[src/rtl/rtnp_pkg.sv]
// Shared types, constants and tone tables of the ring-tone note parser.
// No dependencies; used by every module of the block.
package rtnp_pkg;

  localparam int QUEUE_DEPTH = 2;

  localparam int PERIOD_W = 15;
  localparam int LENGTH_W = 7;
  localparam int OCT_W    = 3;
  localparam int DLOG_W   = 3;

  localparam logic [PERIOD_W-1:0] PERIOD_START = 15'd18181;
  localparam logic [DLOG_W-1:0]   DLOG_RESET   = 3'd2;
  localparam logic [OCT_W-1:0]    OCT_RESET    = 3'd5;

  // Register indexes on the configuration port
  localparam logic REG_DUR_LOG = 1'b0;
  localparam logic REG_OCTAVE  = 1'b1;

  // Note letter codes; anything not a-g or p is LT_OTHER
  typedef enum logic [3:0] {
    LT_A, LT_B, LT_C, LT_D, LT_E, LT_F, LT_G, LT_P, LT_OTHER
  } letter_t;

  // Classified character word passed from front to back
  typedef struct packed {
    letter_t          letter;
    logic             is_hash;
    logic             is_dot;
    logic             is_comma;
    logic             is_oct;
    logic [OCT_W-1:0] oct;
    logic             is_d1;
    logic             is_d2;
    logic             is_d3;
    logic             is_d4;
    logic             is_d6;
    logic             is_d8;
  } chr_cls_t;

  // Configuration seen by the parser
  typedef struct packed {
    logic [DLOG_W-1:0] dur_log;
    logic [OCT_W-1:0]  octave;
  } cfg_t;

  // Natural tone period of a letter; letters off the table keep the current period
  function automatic logic [PERIOD_W-1:0] natural_period(letter_t lt,
                                                         logic [PERIOD_W-1:0] cur);
    logic [PERIOD_W-1:0] p;
    p = cur;
    unique case (lt)
      LT_A:    p = 15'd18181;
      LT_B:    p = 15'd16197;
      LT_C:    p = 15'd15287;
      LT_D:    p = 15'd13618;
      LT_E:    p = 15'd12131;
      LT_F:    p = 15'd11449;
      LT_G:    p = 15'd10199;
      default: p = cur;
    endcase
    return p;
  endfunction

  // Sharp tone period; letters with no sharp keep the current period
  function automatic logic [PERIOD_W-1:0] sharp_period(letter_t lt,
                                                       logic [PERIOD_W-1:0] cur);
    logic [PERIOD_W-1:0] p;
    p = cur;
    unique case (lt)
      LT_A:    p = 15'd17159;
      LT_C:    p = 15'd14429;
      LT_D:    p = 15'd12852;
      LT_F:    p = 15'd10807;
      LT_G:    p = 15'd9627;
      default: p = cur;
    endcase
    return p;
  endfunction

endpackage

[src/rtl/rtnp_front.sv]
// Front stage: accepts text characters and registers their classification.
// Depends on rtnp_pkg for the classified word type.
module rtnp_front (
  input  logic               clk,
  input  logic               rst_n,
  input  logic               in_valid,
  output logic               in_ready,
  input  logic [7:0]         in_text_char,
  output logic               q_valid,
  input  logic               q_ready,
  output rtnp_pkg::chr_cls_t q_data
);

  logic               v_r;
  rtnp_pkg::chr_cls_t cls_r;
  rtnp_pkg::chr_cls_t cls_nxt;

  // Decode one character into letter code and flags
  always_comb begin
    cls_nxt          = '0;
    cls_nxt.is_hash  = (in_text_char == 8'h23);
    cls_nxt.is_dot   = (in_text_char == 8'h2E);
    cls_nxt.is_comma = (in_text_char == 8'h2C);
    cls_nxt.is_oct   = (in_text_char >= 8'h34) && (in_text_char <= 8'h37);
    cls_nxt.oct      = in_text_char[2:0];
    cls_nxt.is_d1    = (in_text_char == 8'h31);
    cls_nxt.is_d2    = (in_text_char == 8'h32);
    cls_nxt.is_d3    = (in_text_char == 8'h33);
    cls_nxt.is_d4    = (in_text_char == 8'h34);
    cls_nxt.is_d6    = (in_text_char == 8'h36);
    cls_nxt.is_d8    = (in_text_char == 8'h38);
    case (in_text_char)
      8'h61:   cls_nxt.letter = rtnp_pkg::LT_A;
      8'h62:   cls_nxt.letter = rtnp_pkg::LT_B;
      8'h63:   cls_nxt.letter = rtnp_pkg::LT_C;
      8'h64:   cls_nxt.letter = rtnp_pkg::LT_D;
      8'h65:   cls_nxt.letter = rtnp_pkg::LT_E;
      8'h66:   cls_nxt.letter = rtnp_pkg::LT_F;
      8'h67:   cls_nxt.letter = rtnp_pkg::LT_G;
      8'h70:   cls_nxt.letter = rtnp_pkg::LT_P;
      default: cls_nxt.letter = rtnp_pkg::LT_OTHER;
    endcase
  end

  // Take a new character whenever the stage is empty or drains this cycle
  assign in_ready = !v_r || q_ready;
  assign q_valid  = v_r;
  assign q_data   = cls_r;

  always_ff @(posedge clk) begin
    if (!rst_n) begin
      v_r <= 1'b0;
    end else if (in_valid && in_ready) begin
      v_r <= 1'b1;
    end else if (q_ready) begin
      v_r <= 1'b0;
    end
    if (in_valid && in_ready) begin
      cls_r <= cls_nxt;
    end
  end

endmodule

[src/rtl/rtnp_queue.sv]
// Short queue of classified character words between front and back.
// Depends on rtnp_pkg for the word type.
module rtnp_queue #(
  parameter int DEPTH = rtnp_pkg::QUEUE_DEPTH
) (
  input  logic               clk,
  input  logic               rst_n,
  input  logic               in_valid,
  output logic               in_ready,
  input  rtnp_pkg::chr_cls_t in_data,
  output logic               out_valid,
  input  logic               out_ready,
  output rtnp_pkg::chr_cls_t out_data
);

  localparam int PW = (DEPTH > 1) ? $clog2(DEPTH) : 1;
  localparam int CW = $clog2(DEPTH + 1);

  rtnp_pkg::chr_cls_t slot_r [DEPTH];
  logic [PW-1:0]      wr_ptr_r;
  logic [PW-1:0]      rd_ptr_r;
  logic [CW-1:0]      count_r;
  logic               push;
  logic               pop;

  assign in_ready  = (count_r != CW'(DEPTH));
  assign out_valid = (count_r != '0);
  assign out_data  = slot_r[rd_ptr_r];
  assign push      = in_valid && in_ready;
  assign pop       = out_valid && out_ready;

  // Advance pointers and count
  always_ff @(posedge clk) begin
    if (!rst_n) begin
      wr_ptr_r <= '0;
      rd_ptr_r <= '0;
      count_r  <= '0;
    end else begin
      if (push) begin
        wr_ptr_r <= (wr_ptr_r == PW'(DEPTH - 1)) ? '0 : wr_ptr_r + 1'b1;
      end
      if (pop) begin
        rd_ptr_r <= (rd_ptr_r == PW'(DEPTH - 1)) ? '0 : rd_ptr_r + 1'b1;
      end
      if (push && !pop) begin
        count_r <= count_r + 1'b1;
      end else if (pop && !push) begin
        count_r <= count_r - 1'b1;
      end
    end
  end

  // Store the pushed word
  always_ff @(posedge clk) begin
    if (push) begin
      slot_r[wr_ptr_r] <= in_data;
    end
  end

endmodule

[src/rtl/rtnp_back.sv]
// Back stage: note parse state machine and result register.
// Depends on rtnp_pkg for word, config types and tone tables.
module rtnp_back (
  input  logic                           clk,
  input  logic                           rst_n,
  input  rtnp_pkg::cfg_t                 cfg,
  input  logic                           q_valid,
  output logic                           q_ready,
  input  rtnp_pkg::chr_cls_t             q_data,
  output logic                           out_valid,
  input  logic                           out_ready,
  output logic [rtnp_pkg::PERIOD_W-1:0]  out_tone_period,
  output logic [rtnp_pkg::LENGTH_W-1:0]  out_length_32nds,
  output logic                           out_is_pause,
  output logic                           out_last_note
);

  typedef enum logic [3:0] {
    PH_DUR, PH_DUR3, PH_DUR1, PH_LET, PH_SHARP, PH_DOT1, PH_OCT, PH_DOT2, PH_TERM
  } phase_t;

  phase_t                         phase_r,  phase_nxt;
  logic [rtnp_pkg::LENGTH_W-1:0]  len_r,    len_nxt;
  logic [rtnp_pkg::OCT_W-1:0]     oct_r,    oct_nxt;
  rtnp_pkg::letter_t              letter_r, letter_nxt;
  logic [rtnp_pkg::PERIOD_W-1:0]  period_r, period_nxt;
  logic                           pause_r,  pause_nxt;
  logic                           ov_r,     ov_nxt;
  logic [rtnp_pkg::PERIOD_W-1:0]  o_per_r,  o_per_nxt;
  logic [rtnp_pkg::LENGTH_W-1:0]  o_len_r,  o_len_nxt;
  logic                           o_pau_r,  o_pau_nxt;
  logic                           o_last_r, o_last_nxt;

  logic [rtnp_pkg::LENGTH_W-1:0]  def_len;
  logic                           step;
  logic                           done;
  logic [1:0]                     shift;

  // Take a word whenever the result slot is free or drains this cycle
  assign q_ready = !ov_r || out_ready;
  assign step    = q_valid && q_ready;

  // Default length from the saturated duration log
  assign def_len = (cfg.dur_log > 3'd5) ? 7'd1 : (7'd32 >> cfg.dur_log);

  // One character: walk the phases that it falls through
  always_comb begin
    phase_nxt  = phase_r;
    len_nxt    = len_r;
    oct_nxt    = oct_r;
    letter_nxt = letter_r;
    period_nxt = period_r;
    pause_nxt  = pause_r;
    ov_nxt     = ov_r && !out_ready;
    o_per_nxt  = o_per_r;
    o_len_nxt  = o_len_r;
    o_pau_nxt  = o_pau_r;
    o_last_nxt = o_last_r;
    done       = 1'b0;
    shift      = 2'd0;
    if (step) begin
      // duration of a new note
      if (phase_nxt == PH_DUR) begin
        done      = 1'b1;
        oct_nxt   = cfg.octave;
        pause_nxt = 1'b0;
        if (q_data.is_d3) begin
          phase_nxt = PH_DUR3;
        end else if (q_data.is_d1) begin
          phase_nxt = PH_DUR1;
        end else if (q_data.is_d8 || q_data.is_d4 || q_data.is_d2) begin
          len_nxt   = q_data.is_d8 ? 7'd4 : (q_data.is_d4 ? 7'd8 : 7'd16);
          phase_nxt = PH_LET;
        end else begin
          len_nxt    = def_len;
          letter_nxt = q_data.letter;
          phase_nxt  = PH_SHARP;
        end
      end
      // second digit of 32; a lone 3 stands as an unknown letter
      if (!done && phase_nxt == PH_DUR3) begin
        if (q_data.is_d2) begin
          done      = 1'b1;
          len_nxt   = 7'd1;
          phase_nxt = PH_LET;
        end else begin
          len_nxt    = def_len;
          letter_nxt = rtnp_pkg::LT_OTHER;
          phase_nxt  = PH_SHARP;
        end
      end
      // second digit of 16; a lone 1 is a whole note
      if (!done && phase_nxt == PH_DUR1) begin
        done = 1'b1;
        if (q_data.is_d6) begin
          len_nxt   = 7'd2;
          phase_nxt = PH_LET;
        end else begin
          len_nxt    = 7'd32;
          letter_nxt = q_data.letter;
          phase_nxt  = PH_SHARP;
        end
      end
      if (!done && phase_nxt == PH_LET) begin
        done       = 1'b1;
        letter_nxt = q_data.letter;
        phase_nxt  = PH_SHARP;
      end
      // sharp or natural tone of the pending letter
      if (!done && phase_nxt == PH_SHARP) begin
        phase_nxt = PH_DOT1;
        if (q_data.is_hash) begin
          done       = 1'b1;
          period_nxt = rtnp_pkg::sharp_period(letter_nxt, period_nxt);
        end else begin
          period_nxt = rtnp_pkg::natural_period(letter_nxt, period_nxt);
          if (letter_nxt == rtnp_pkg::LT_P) begin
            pause_nxt = 1'b1;
          end
        end
      end
      if (!done && phase_nxt == PH_DOT1) begin
        phase_nxt = PH_OCT;
        if (q_data.is_dot) begin
          done    = 1'b1;
          len_nxt = len_nxt + (len_nxt >> 1);
        end
      end
      if (!done && phase_nxt == PH_OCT) begin
        phase_nxt = PH_DOT2;
        if (q_data.is_oct) begin
          done    = 1'b1;
          oct_nxt = q_data.oct;
        end
      end
      if (!done && phase_nxt == PH_DOT2) begin
        phase_nxt = PH_TERM;
        if (q_data.is_dot) begin
          done    = 1'b1;
          len_nxt = len_nxt + (len_nxt >> 1);
        end
      end
      // terminator: shift by octave, emit, restart
      if (!done) begin
        case (oct_nxt)
          3'd5:    shift = 2'd1;
          3'd6:    shift = 2'd2;
          3'd7:    shift = 2'd3;
          default: shift = 2'd0;
        endcase
        o_per_nxt  = period_nxt >> shift;
        o_len_nxt  = len_nxt;
        o_pau_nxt  = pause_nxt;
        o_last_nxt = !q_data.is_comma;
        ov_nxt     = 1'b1;
        phase_nxt  = PH_DUR;
        period_nxt = q_data.is_comma ? o_per_nxt : rtnp_pkg::PERIOD_START;
      end
    end
  end

  // Hold parse state and the result register
  always_ff @(posedge clk) begin
    if (!rst_n) begin
      phase_r  <= PH_DUR;
      len_r    <= '0;
      oct_r    <= rtnp_pkg::OCT_RESET;
      letter_r <= rtnp_pkg::LT_OTHER;
      period_r <= rtnp_pkg::PERIOD_START;
      pause_r  <= 1'b0;
      ov_r     <= 1'b0;
    end else begin
      phase_r  <= phase_nxt;
      len_r    <= len_nxt;
      oct_r    <= oct_nxt;
      letter_r <= letter_nxt;
      period_r <= period_nxt;
      pause_r  <= pause_nxt;
      ov_r     <= ov_nxt;
    end
    o_per_r  <= o_per_nxt;
    o_len_r  <= o_len_nxt;
    o_pau_r  <= o_pau_nxt;
    o_last_r <= o_last_nxt;
  end

  assign out_valid        = ov_r;
  assign out_tone_period  = o_per_r;
  assign out_length_32nds = o_len_r;
  assign out_is_pause     = o_pau_r;
  assign out_last_note    = o_last_r;

endmodule

[src/rtl/ring_tone_note_parser_unit.sv]
// Top level of the ring-tone note parser: configuration registers and wiring.
// Depends on rtnp_pkg, rtnp_front, rtnp_queue and rtnp_back.
//
//   channel  ports                                    word moves when
//   input    in_valid in_ready in_text_char           in_valid && in_ready
//   result   out_valid out_ready out_tone_period ...  out_valid && out_ready
//   config   psel penable pwrite paddr pwdata prdata  psel && penable && pwrite
//
// One character per cycle sustained while out_ready stays high; the parse step of the
// back state machine settles all fall-through phases combinationally.
// A terminator's result passes through the front register, then a queue slot,
// then the result register before it becomes valid.
// Synchronous active-low reset; no clearing pass, the block is ready at once.
// A stalled result holds its register; the queue absorbs the front meanwhile.
module ring_tone_note_parser_unit #(
  parameter int QUEUE_DEPTH = rtnp_pkg::QUEUE_DEPTH
) (
  input  logic                           clk,
  input  logic                           rst_n,
  input  logic                           in_valid,
  output logic                           in_ready,
  input  logic [7:0]                     in_text_char,
  output logic                           out_valid,
  input  logic                           out_ready,
  output logic [rtnp_pkg::PERIOD_W-1:0]  out_tone_period,
  output logic [rtnp_pkg::LENGTH_W-1:0]  out_length_32nds,
  output logic                           out_is_pause,
  output logic                           out_last_note,
  input  logic                           psel,
  input  logic                           penable,
  input  logic                           pwrite,
  input  logic [2:0]                     paddr,
  input  logic [31:0]                    pwdata,
  output logic [31:0]                    prdata,
  output logic                           pready
);

  rtnp_pkg::cfg_t     cfg_r;
  logic               fq_valid;
  logic               fq_ready;
  rtnp_pkg::chr_cls_t fq_data;
  logic               qb_valid;
  logic               qb_ready;
  rtnp_pkg::chr_cls_t qb_data;

  assign pready = 1'b1;

  // Write configuration registers on the access phase
  always_ff @(posedge clk) begin
    if (!rst_n) begin
      cfg_r.dur_log <= rtnp_pkg::DLOG_RESET;
      cfg_r.octave  <= rtnp_pkg::OCT_RESET;
    end else if (psel && penable && pwrite && pready) begin
      case (paddr[2])
        rtnp_pkg::REG_DUR_LOG: cfg_r.dur_log <= pwdata[2:0];
        default:               cfg_r.octave  <= pwdata[2:0];
      endcase
    end
  end

  // Read back the addressed register
  always_comb begin
    case (paddr[2])
      rtnp_pkg::REG_DUR_LOG: prdata = {29'd0, cfg_r.dur_log};
      default:               prdata = {29'd0, cfg_r.octave};
    endcase
  end

  rtnp_front u_front (
    .clk          (clk),
    .rst_n        (rst_n),
    .in_valid     (in_valid),
    .in_ready     (in_ready),
    .in_text_char (in_text_char),
    .q_valid      (fq_valid),
    .q_ready      (fq_ready),
    .q_data       (fq_data)
  );

  rtnp_queue #(
    .DEPTH (QUEUE_DEPTH)
  ) u_queue (
    .clk       (clk),
    .rst_n     (rst_n),
    .in_valid  (fq_valid),
    .in_ready  (fq_ready),
    .in_data   (fq_data),
    .out_valid (qb_valid),
    .out_ready (qb_ready),
    .out_data  (qb_data)
  );

  rtnp_back u_back (
    .clk              (clk),
    .rst_n            (rst_n),
    .cfg              (cfg_r),
    .q_valid          (qb_valid),
    .q_ready          (qb_ready),
    .q_data           (qb_data),
    .out_valid        (out_valid),
    .out_ready        (out_ready),
    .out_tone_period  (out_tone_period),
    .out_length_32nds (out_length_32nds),
    .out_is_pause     (out_is_pause),
    .out_last_note    (out_last_note)
  );

endmodule

[config.mk]
export PLATFORM = sky130hd
export DESIGN_NAME = ring_tone_note_parser_unit
export DESIGN_NICKNAME = d
export VERILOG_FILES = /design/src/rtl/rtnp_pkg.sv /design/src/rtl/rtnp_front.sv /design/src/rtl/rtnp_queue.sv /design/src/rtl/rtnp_back.sv /design/src/rtl/ring_tone_note_parser_unit.sv
export SDC_FILE = /design/constraint.sdc
export NUM_CORES = 1
export LEC_CHECK = 0
export ABC_AREA = 1
export BUFFER_PORTS_ARGS = -buffer_cell sky130_fd_sc_hd__clkbuf_2
export CORE_MARGIN = 8
export CORE_UTILIZATION = 50
export CTS_CLUSTER_DIAMETER = 50
export DETAILED_ROUTE_END_ITERATION = 6
export PLACE_DENSITY = 0.71
export SLEW_MARGIN = 30
export SYNTH_ARGS = -nofsm -noshare
export SYNTH_HDL_FRONTEND = slang
export SYNTH_SLANG_ARGS = --single-unit
[constraint.sdc]
create_clock -name clk -period 5.7 [get_ports clk]
set_input_delay 0.285 -clock clk [delete_from_list [all_inputs] [get_ports clk]]
set_output_delay 0.285 -clock clk [all_outputs]
set_load 0.01 [all_outputs]
==> results of run 1 <==
state kept, by name (all words and copies together), names as in the netlist, named ones only:
name,count
u_queue.rd_ptr_r,1
u_back.out_tone_period,15
u_back.period_r,15
u_front.q_data,17
u_back.oct_r,3
u_back.len_r,7
u_back.out_last_note,1
u_queue.slot_r,34
u_queue.count_r,2
u_back.out_valid,1
u_back.pause_r,1
u_back.phase_r,4
u_back.out_is_pause,1
cfg_r,6
u_back.letter_r,4
u_back.out_length_32nds,7
u_queue.wr_ptr_r,1
u_front.q_valid,1
cell usage in the layout, fill, tap and decap left out, types with 15 or more instances in the layout:
cell type / netlist / final
dfxtp_1: 47 / 47
inv_1: 106 / 106
o21ai_0: 53 / 52
clkbuf_16: 0 / 17
nor2_1: 62 / 61
nand2_1: 215 / 215
edfxtp_1: 75 / 75
conb_1: 2 / 30
clkbuf_2: 0 / 47
a21oi_1: 65 / 64
nand3_1: 88 / 88
nand2_2: 18 / 18
inv_2: 15 / 15
kinds of logic after synthesis:
logic type               count (synthesis)
other                                    2
AO/OA/AOI/OAI                          167
AND/OR/NAND/NOR                        457
flip-flops                             122
adder cells (fa/ha/maj)                 15
buffers and inverters                  179
XOR/XNOR                                10
multiplexers                             7
worst max path at each step:
stage | to | slack [ns]
floorplan | u_back.out_length_32nds[6]$_DFFE_PP_ | 1.16
global placement | u_back.out_length_32nds[6]$_DFFE_PP_ | 0.60
detailed placement | u_back.out_length_32nds[6]$_DFFE_PP_ | 0.50
CTS | u_back.out_length_32nds[6]$_DFFE_PP_ | 0.43
global route | u_back.out_length_32nds[6]$_DFFE_PP_ | -0.03
finish | u_back.out_length_32nds[6]$_DFFE_PP_ | 0.50
routing by layer:
metal	wire, um	vias to the layer above	GRT usage	part of all wire
met2	8050	225	0.293	0.47
met5	0	-	0	0
met3	974	33	0.0407	0.057
met4	315	0	0.0686	0.018
li1	-	3251	-	-
met1	7780	2897	0.226	0.45
cells in the mapped netlist, drive strengths merged (2+ instances only):
cell type	count	area share
a31oi	9	0.0093
buf	41	0.041
o22ai	2	0.0016
fa	2	0.0052
clkbuf	14	0.0069
nand3	97	0.073
ha	13	0.021
o21ai	62	0.041
nand2	242	0.13
and2	9	0.0073
or2	6	0.0049
nor4	5	0.0041
mux2i	7	0.0091
inv	122	0.060
conb	2	0.00098
clkinv	2	0.0016
xnor2	2	0.0023
nor2	76	0.049
nor3	10	0.0072
a21oi	67	0.046
a211oi	2	0.0020
o21a	2	0.0021
dfxtp	47	0.12
nand4	11	0.016
o2111ai	2	0.0046
o211ai	15	0.016
edfxtp	75	0.29
xor2	7	0.0080
power by group:
group,internal [mW],leakage (nW),switching [mW],total (mW)
clock network,0.688,0.288,0.398,1.09
logic,1.04,2.59,2.22,3.27
registers,1.22,1.09,0.0915,1.31
timing repair:
item | CTS | global route
endpoints found under the setup margin | 0 | 2
endpoints found under the hold margin | 0 | 0
resized for setup | 0 | 1
buffers inserted | 0 | 3
worst max-delay path, delay by kind of cell, from the launching register on:
kind	cells	cell delay [ns]
xor gates and xnor gates	1	0.33
and+or+nand+nor	13	1.57
DFF	1	0.51
AOI/OAI and AO/OA	6	1.47
buffers and inverters	3	0.31
adders and majority gates	2	0.74
final cells by class:
class	count	area, sq um	share of cell area
Timing Repair Buffer	57	310	0.0362
Clock inverter	14	175	0.0204
Tap cell	188	235	0.0275
Sequential cell	122	3190	0.373
Inverter	124	473	0.0552
Clock buffer	18	429	0.0501
Multi-Input combinational cell	686	3750	0.438
==> impl_metrics.py, run 1 <==
metrics = {
    "sta": {
        "setup_viol": 0,
        "fin_crit_sh": 0.913,
        "clock_skew_ns": 0.00731,
        "min_period_ns": 5.20,
        "finalMaxSlewViolations": 0,
        "max_freq_mhz": 192,
        "hold_ws_ns": 0.110,
        "hold_viol": 0,
        "tightest_slew_ns": 0.973,
        "fin_ws_ns": 0.496,
        "fin_setup_tns_ns": 0,
        "slew-limit-headroom": 0.345,
    },
    "setup_path": {
        "endpoint_kind": "register",
        "critPathMaxStageDelay_ns": 0.74,
        "start_kind": "register",
        "reg2reg_to": "u_back.out_length_32nds[6]$_DFFE_PP_",
        "cp_max_fo": 13,
        "ff2ff_path_depth": 25,
        "r2r_setup_slack_ns": 0.50,
        "worstSetupPathType": "register to register",
        "crit_path_top_delay_cell": "a211oi_1",
        "required_ns": 5.87,
        "cp_common_cell": "nand2_1",
        "cp.arrival_ns": 5.37,
    },
    "yosys": {
        "synth_fa_ha_area_frac": 0.0264,
        "yosys_warnings": 0,
        "synth_compound_area_frac": 0.129,
        "netlist_area_sq_um": 7670,
        "seq_area_frac_synth": 0.416,
        "synth.distinct_cells": 60,
        "synth-simple-area-share": 0.296,
        "synth-main-ff-cell": "edfxtp_1",
        "synth_edf_count": 75,
        "synth-seq-cells": 122,
        "avgSynthCellArea_sq_um": 8.00,
        "synth_mux_area_frac": 0.00913,
        "synth_top_family_by_area": "simple AND/OR/NAND/NOR gates",
        "async_flop_share": 0,
        "syn_inst": 959,
        "synth_xor_area_frac": 0.0132,
    },
    "clock_tree": {
        "clk_pin_slew_ns": 0.06,
        "cts_inserted_buffers": 17,
        "cts.htree.levels": 4,
        "insertion_delay_ns": 0.42,
        "cts_tree": "done",
        "clk_path_buf_depth": 2,
        "cts_sinks": 122,
        "cts.hold.buffers_added": 0,
        "cts_root_buffer": "clkbuf_16",
    },
    "floorplanning": {
        "core_area_sq_um": 15100,
        "rows": 45,
        "die_area_sq_um": 19600,
        "boundaryPins": 109,
        "initial_core_util": 0.508,
        "die_x_um": 140,
        "dieHeight_um": 140,
    },
    "global_route": {
        "grt_overflow_total": 0,
        "grt_pass1_wl_um": 28600,
        "grt_max_degree": 36,
        "grtUsageTotal": 0.179,
        "antenna_found_initial": 0,
        "grt_pass1_vias": 5971,
    },
    "power_and_ir_drop": {
        "power.leakage_nw": 3.96,
        "cellPowerDensity_nw_per_um2": 661,
        "peakVddDrop_v": 0.000340,
        "power_mw": 5.67,
    },
    "layout": {
        "n_fill_cell": 1401,
        "design_area_sq_um": 8570,
        "area_delta_synth_final_pct": 11.7,
        "n_antenna_cell": 0,
        "fin_nets": 1073,
        "final_util": 0.568,
        "final_cells": 1209,
        "drive_above_1_share": 0.172,
    },
    "placement": {
        "pre_cts_slack_ns": 0.497,
        "placed_area_sq_um": 7940,
        "io_buffers": 47,
        "place_hpwl_um": 12500,
        "dp.cells": 1174,
        "place.gp.congestion": 0.933,
    },
    "routing": {
        "routed_wl_um": 17100,
        "drt-initial-drc-count": 512,
        "vias_per_cell": 5.30,
        "drc_errors": 0,
        "vias": 6406,
        "firstDrtPassIters": 5,
        "detail_route.wl_per_cell_um": 14.2,
        "ant_nets": 0,
    },
    "min_path": {
        "min_path_cells": 3,
        "min_path_type": "primary input to register",
        "min_from": "pwdata[0]",
        "whs_endpoint": "cfg_r[0]$_SDFFE_PN1P_",
    },
    "run_status": {
        "status": "complete, no violations",
    },
    "run": {
        "maxCapViolations": 0,
    },
}
Power figures use the tool's default switching activity.
==> run 2: changes to the inputs <==
- ABC_AREA: 1 -> not set
==> impl_metrics.py, run 2 <==
metrics = {
    "run_status": {
        "status": "complete, no violations",
    },
    "yosys": {
        "synth_common_cells": "75 x edfxtp_1, 71 x nand2_1, 54 x nor2_1, 47 x dfxtp_1, 42 x a21oi_1",
        "yosys_warnings": 0,
        "synth_area_leaders": "edfxtp_1 30%, dfxtp_1 12%, mux2i_1 5.1%",
        "yosysTopAreaCell": "edfxtp_1",
        "async_flop_share": 0,
        "avgSynthCellArea_sq_um": 9.95,
        "synth-seq-cells": 122,
        "seq_area_frac_synth": 0.420,
        "syn_inst": 764,
        "synth_edf_count": 75,
        "yosysMostFrequentCell": "edfxtp_1",
        "synth.distinct_cells": 91,
        "synth-main-ff-cell": "edfxtp_1",
        "netlist_area_sq_um": 7600,
        "synth_top_area_frac": 0.296,
    },
    "power_and_ir_drop": {
        "cellPowerDensity_nw_per_um2": 541,
        "power.leakage_nw": 3.38,
        "peakVddDrop_v": 0.000256,
        "power_mw": 4.55,
    },
    "sta": {
        "finalMaxSlewViolations": 0,
        "min_period_ns": 5.08,
        "fin_ws_ns": 0.620,
        "hold_viol": 0,
        "max_freq_mhz": 197,
        "fin_crit_sh": 0.891,
        "fin_setup_tns_ns": 0,
        "rsz0062_at_grt": "no",
        "setup_viol": 0,
        "slew-limit-headroom": 0.393,
        "clock_skew_ns": 0.00756,
        "tightest_slew_ns": 0.911,
    },
    "global_route": {
        "antenna_found_initial": 0,
        "grt_max_degree": 48,
        "grt_overflow_total": 0,
        "grt_pass1_vias": 5888,
        "grt_pass1_wl_um": 29600,
        "grtUsageTotal": 0.188,
    },
    "placement": {
        "place_hpwl_um": 13100,
        "place.gp.congestion": 0.910,
        "placed_area_sq_um": 7840,
        "pre_cts_slack_ns": 0.460,
        "io_buffers": 47,
    },
    "layout": {
        "area_delta_synth_final_pct": 10.7,
        "final_cell_mix": "75 x edfxtp_1, 71 x nand2_1, 52 x nor2_1, 47 x dfxtp_1, 47 x clkbuf_2",
        "n_antenna_cell": 0,
        "fin_nets": 864,
        "design_area_sq_um": 8410,
        "final_common_cell": "edfxtp_1",
        "drive_above_1_share": 0.181,
        "largest_reg_flops": 34,
        "max_flop_register": "u_queue.slot_r",
    },
    "clock_tree": {
        "post_cts_buffers": 0,
        "cts_inserted_buffers": 17,
        "cts.hold.buffers_added": 0,
        "clk_path_buf_depth": 2,
        "cts.htree.levels": 4,
        "insertion_delay_ns": 0.42,
        "cts_resized": 0,
        "cts_root_buffer": "clkbuf_16",
        "clk_pin_slew_ns": 0.06,
        "cts_sinks": 122,
        "cts_tree": "done",
    },
    "routing": {
        "ant_nets": 0,
        "firstDrtPassIters": 5,
        "vias_per_cell": 5.97,
        "drt-initial-drc-count": 519,
        "vias": 5966,
        "routed_wl_um": 18100,
        "drc_errors": 0,
        "detail_route.wl_per_cell_um": 18.1,
    },
    "floorplanning": {
        "initial_core_util": 0.506,
        "core_area_sq_um": 15000,
        "boundaryPins": 109,
        "dieHeight_um": 139,
        "rows": 45,
        "die_x_um": 139,
        "die_area_sq_um": 19400,
    },
    "setup_path": {
        "rr_startpoint": "u_queue.slot_r[0][4]$_DFFE_PP_",
        "cp_max_fo": 4,
        "cp.arrival_ns": 5.42,
        "required_ns": 6.04,
        "crit_path_end": "u_back.len_r[6]$_SDFFE_PN0P_",
        "critPathLaunch": "u_queue.slot_r[0][4]$_DFFE_PP_",
        "ff2ff_path_depth": 22,
        "reg2reg_to": "u_back.len_r[6]$_SDFFE_PN0P_",
        "start_kind": "register",
        "endpoint_kind": "register",
        "worstSetupPathType": "register to register",
        "r2r_setup_slack_ns": 0.62,
    },
    "min_path": {
        "min_from": "pwdata[2]",
        "min_path_type": "primary input to register",
    },
    "run": {
        "maxCapViolations": 0,
    },
}
## run 2: layout make-up
class	count	area, sq um
multi-input combinational	573	4000
timing repair buffer	59	325
fill	1356	6620
clock buffer	20	457
clock inverter	12	101
sequential	122	3190
tap	188	235
inverter	26	97.6
## run 2: critical path, stage by stage (launching register included)
cell,delay [ns]
edfxtp_1,0.45
mux2i_4,0.25
a31oi_1,0.18
or2_1,0.32
o41ai_2,0.48
a32oi_1,0.16
o21bai_1,0.39
ha_1,0.26
fa_1,0.42
mux2i_1,0.30
inv_1,0.12
ha_1,0.23
inv_1,0.07
fa_1,0.21
inv_1,0.05
a21o_1,0.16
a21oi_1,0.22
o21bai_1,0.09
a21oi_1,0.14
nor2_1,0.07
xor2_1,0.21
nand2_1,0.07
a21boi_0,0.16
## run 2: kinds of logic after synthesis
logic type / Yosys count / share of synthesized area
other cells: 2 / 0.000988
buf+inv: 97 / 0.0698
flops: 122 / 0.420
mux: 72 / 0.112
xor+xnor: 18 / 0.0207
compound gates: 209 / 0.197
simple gates: 229 / 0.153
fa+ha+maj: 15 / 0.0267
## run 2: how the worst min path moves through the flow
stage                     slack [ns]                         endpoint  cells past startpoint
after detailed placement        0.43   u_queue.slot_r[1][8]$_DFFE_PP_                      0
after floorplan                 0.38      u_front.q_data[6]$_DFFE_PP_                      0
after global placement          0.43  u_queue.slot_r[0][13]$_DFFE_PP_                      0
after CTS                        0.1            cfg_r[2]$_SDFFE_PN1P_                      3
after global routing            0.11            cfg_r[2]$_SDFFE_PN1P_                      3
final                           0.11            cfg_r[2]$_SDFFE_PN1P_                      3
## run 2: power breakdown
group | leakage, nW | switching, mW | total (mW) | internal [mW]
sequential | 1.09 | 0.110 | 1.27 | 1.16
clock | 0.267 | 0.392 | 1.01 | 0.617
combinational | 2.03 | 1.41 | 2.28 | 0.867
## run 2: stage by stage
stage                      util  hold slack (ns)  instances
after floorplan               -            0.384        792
after global placement    0.521            0.426        968
after detailed placement  0.522            0.433        968
after CTS                 0.559           0.0959       1000
after global routing      0.559            0.107       1000
final                     0.559            0.109       1000
## run 2: metal layers
layer  GRT usage  wire length [um]
met2       0.311              8730
met3      0.0400              1040
met5           0                 0
met4      0.0768               338
met1       0.233              8020
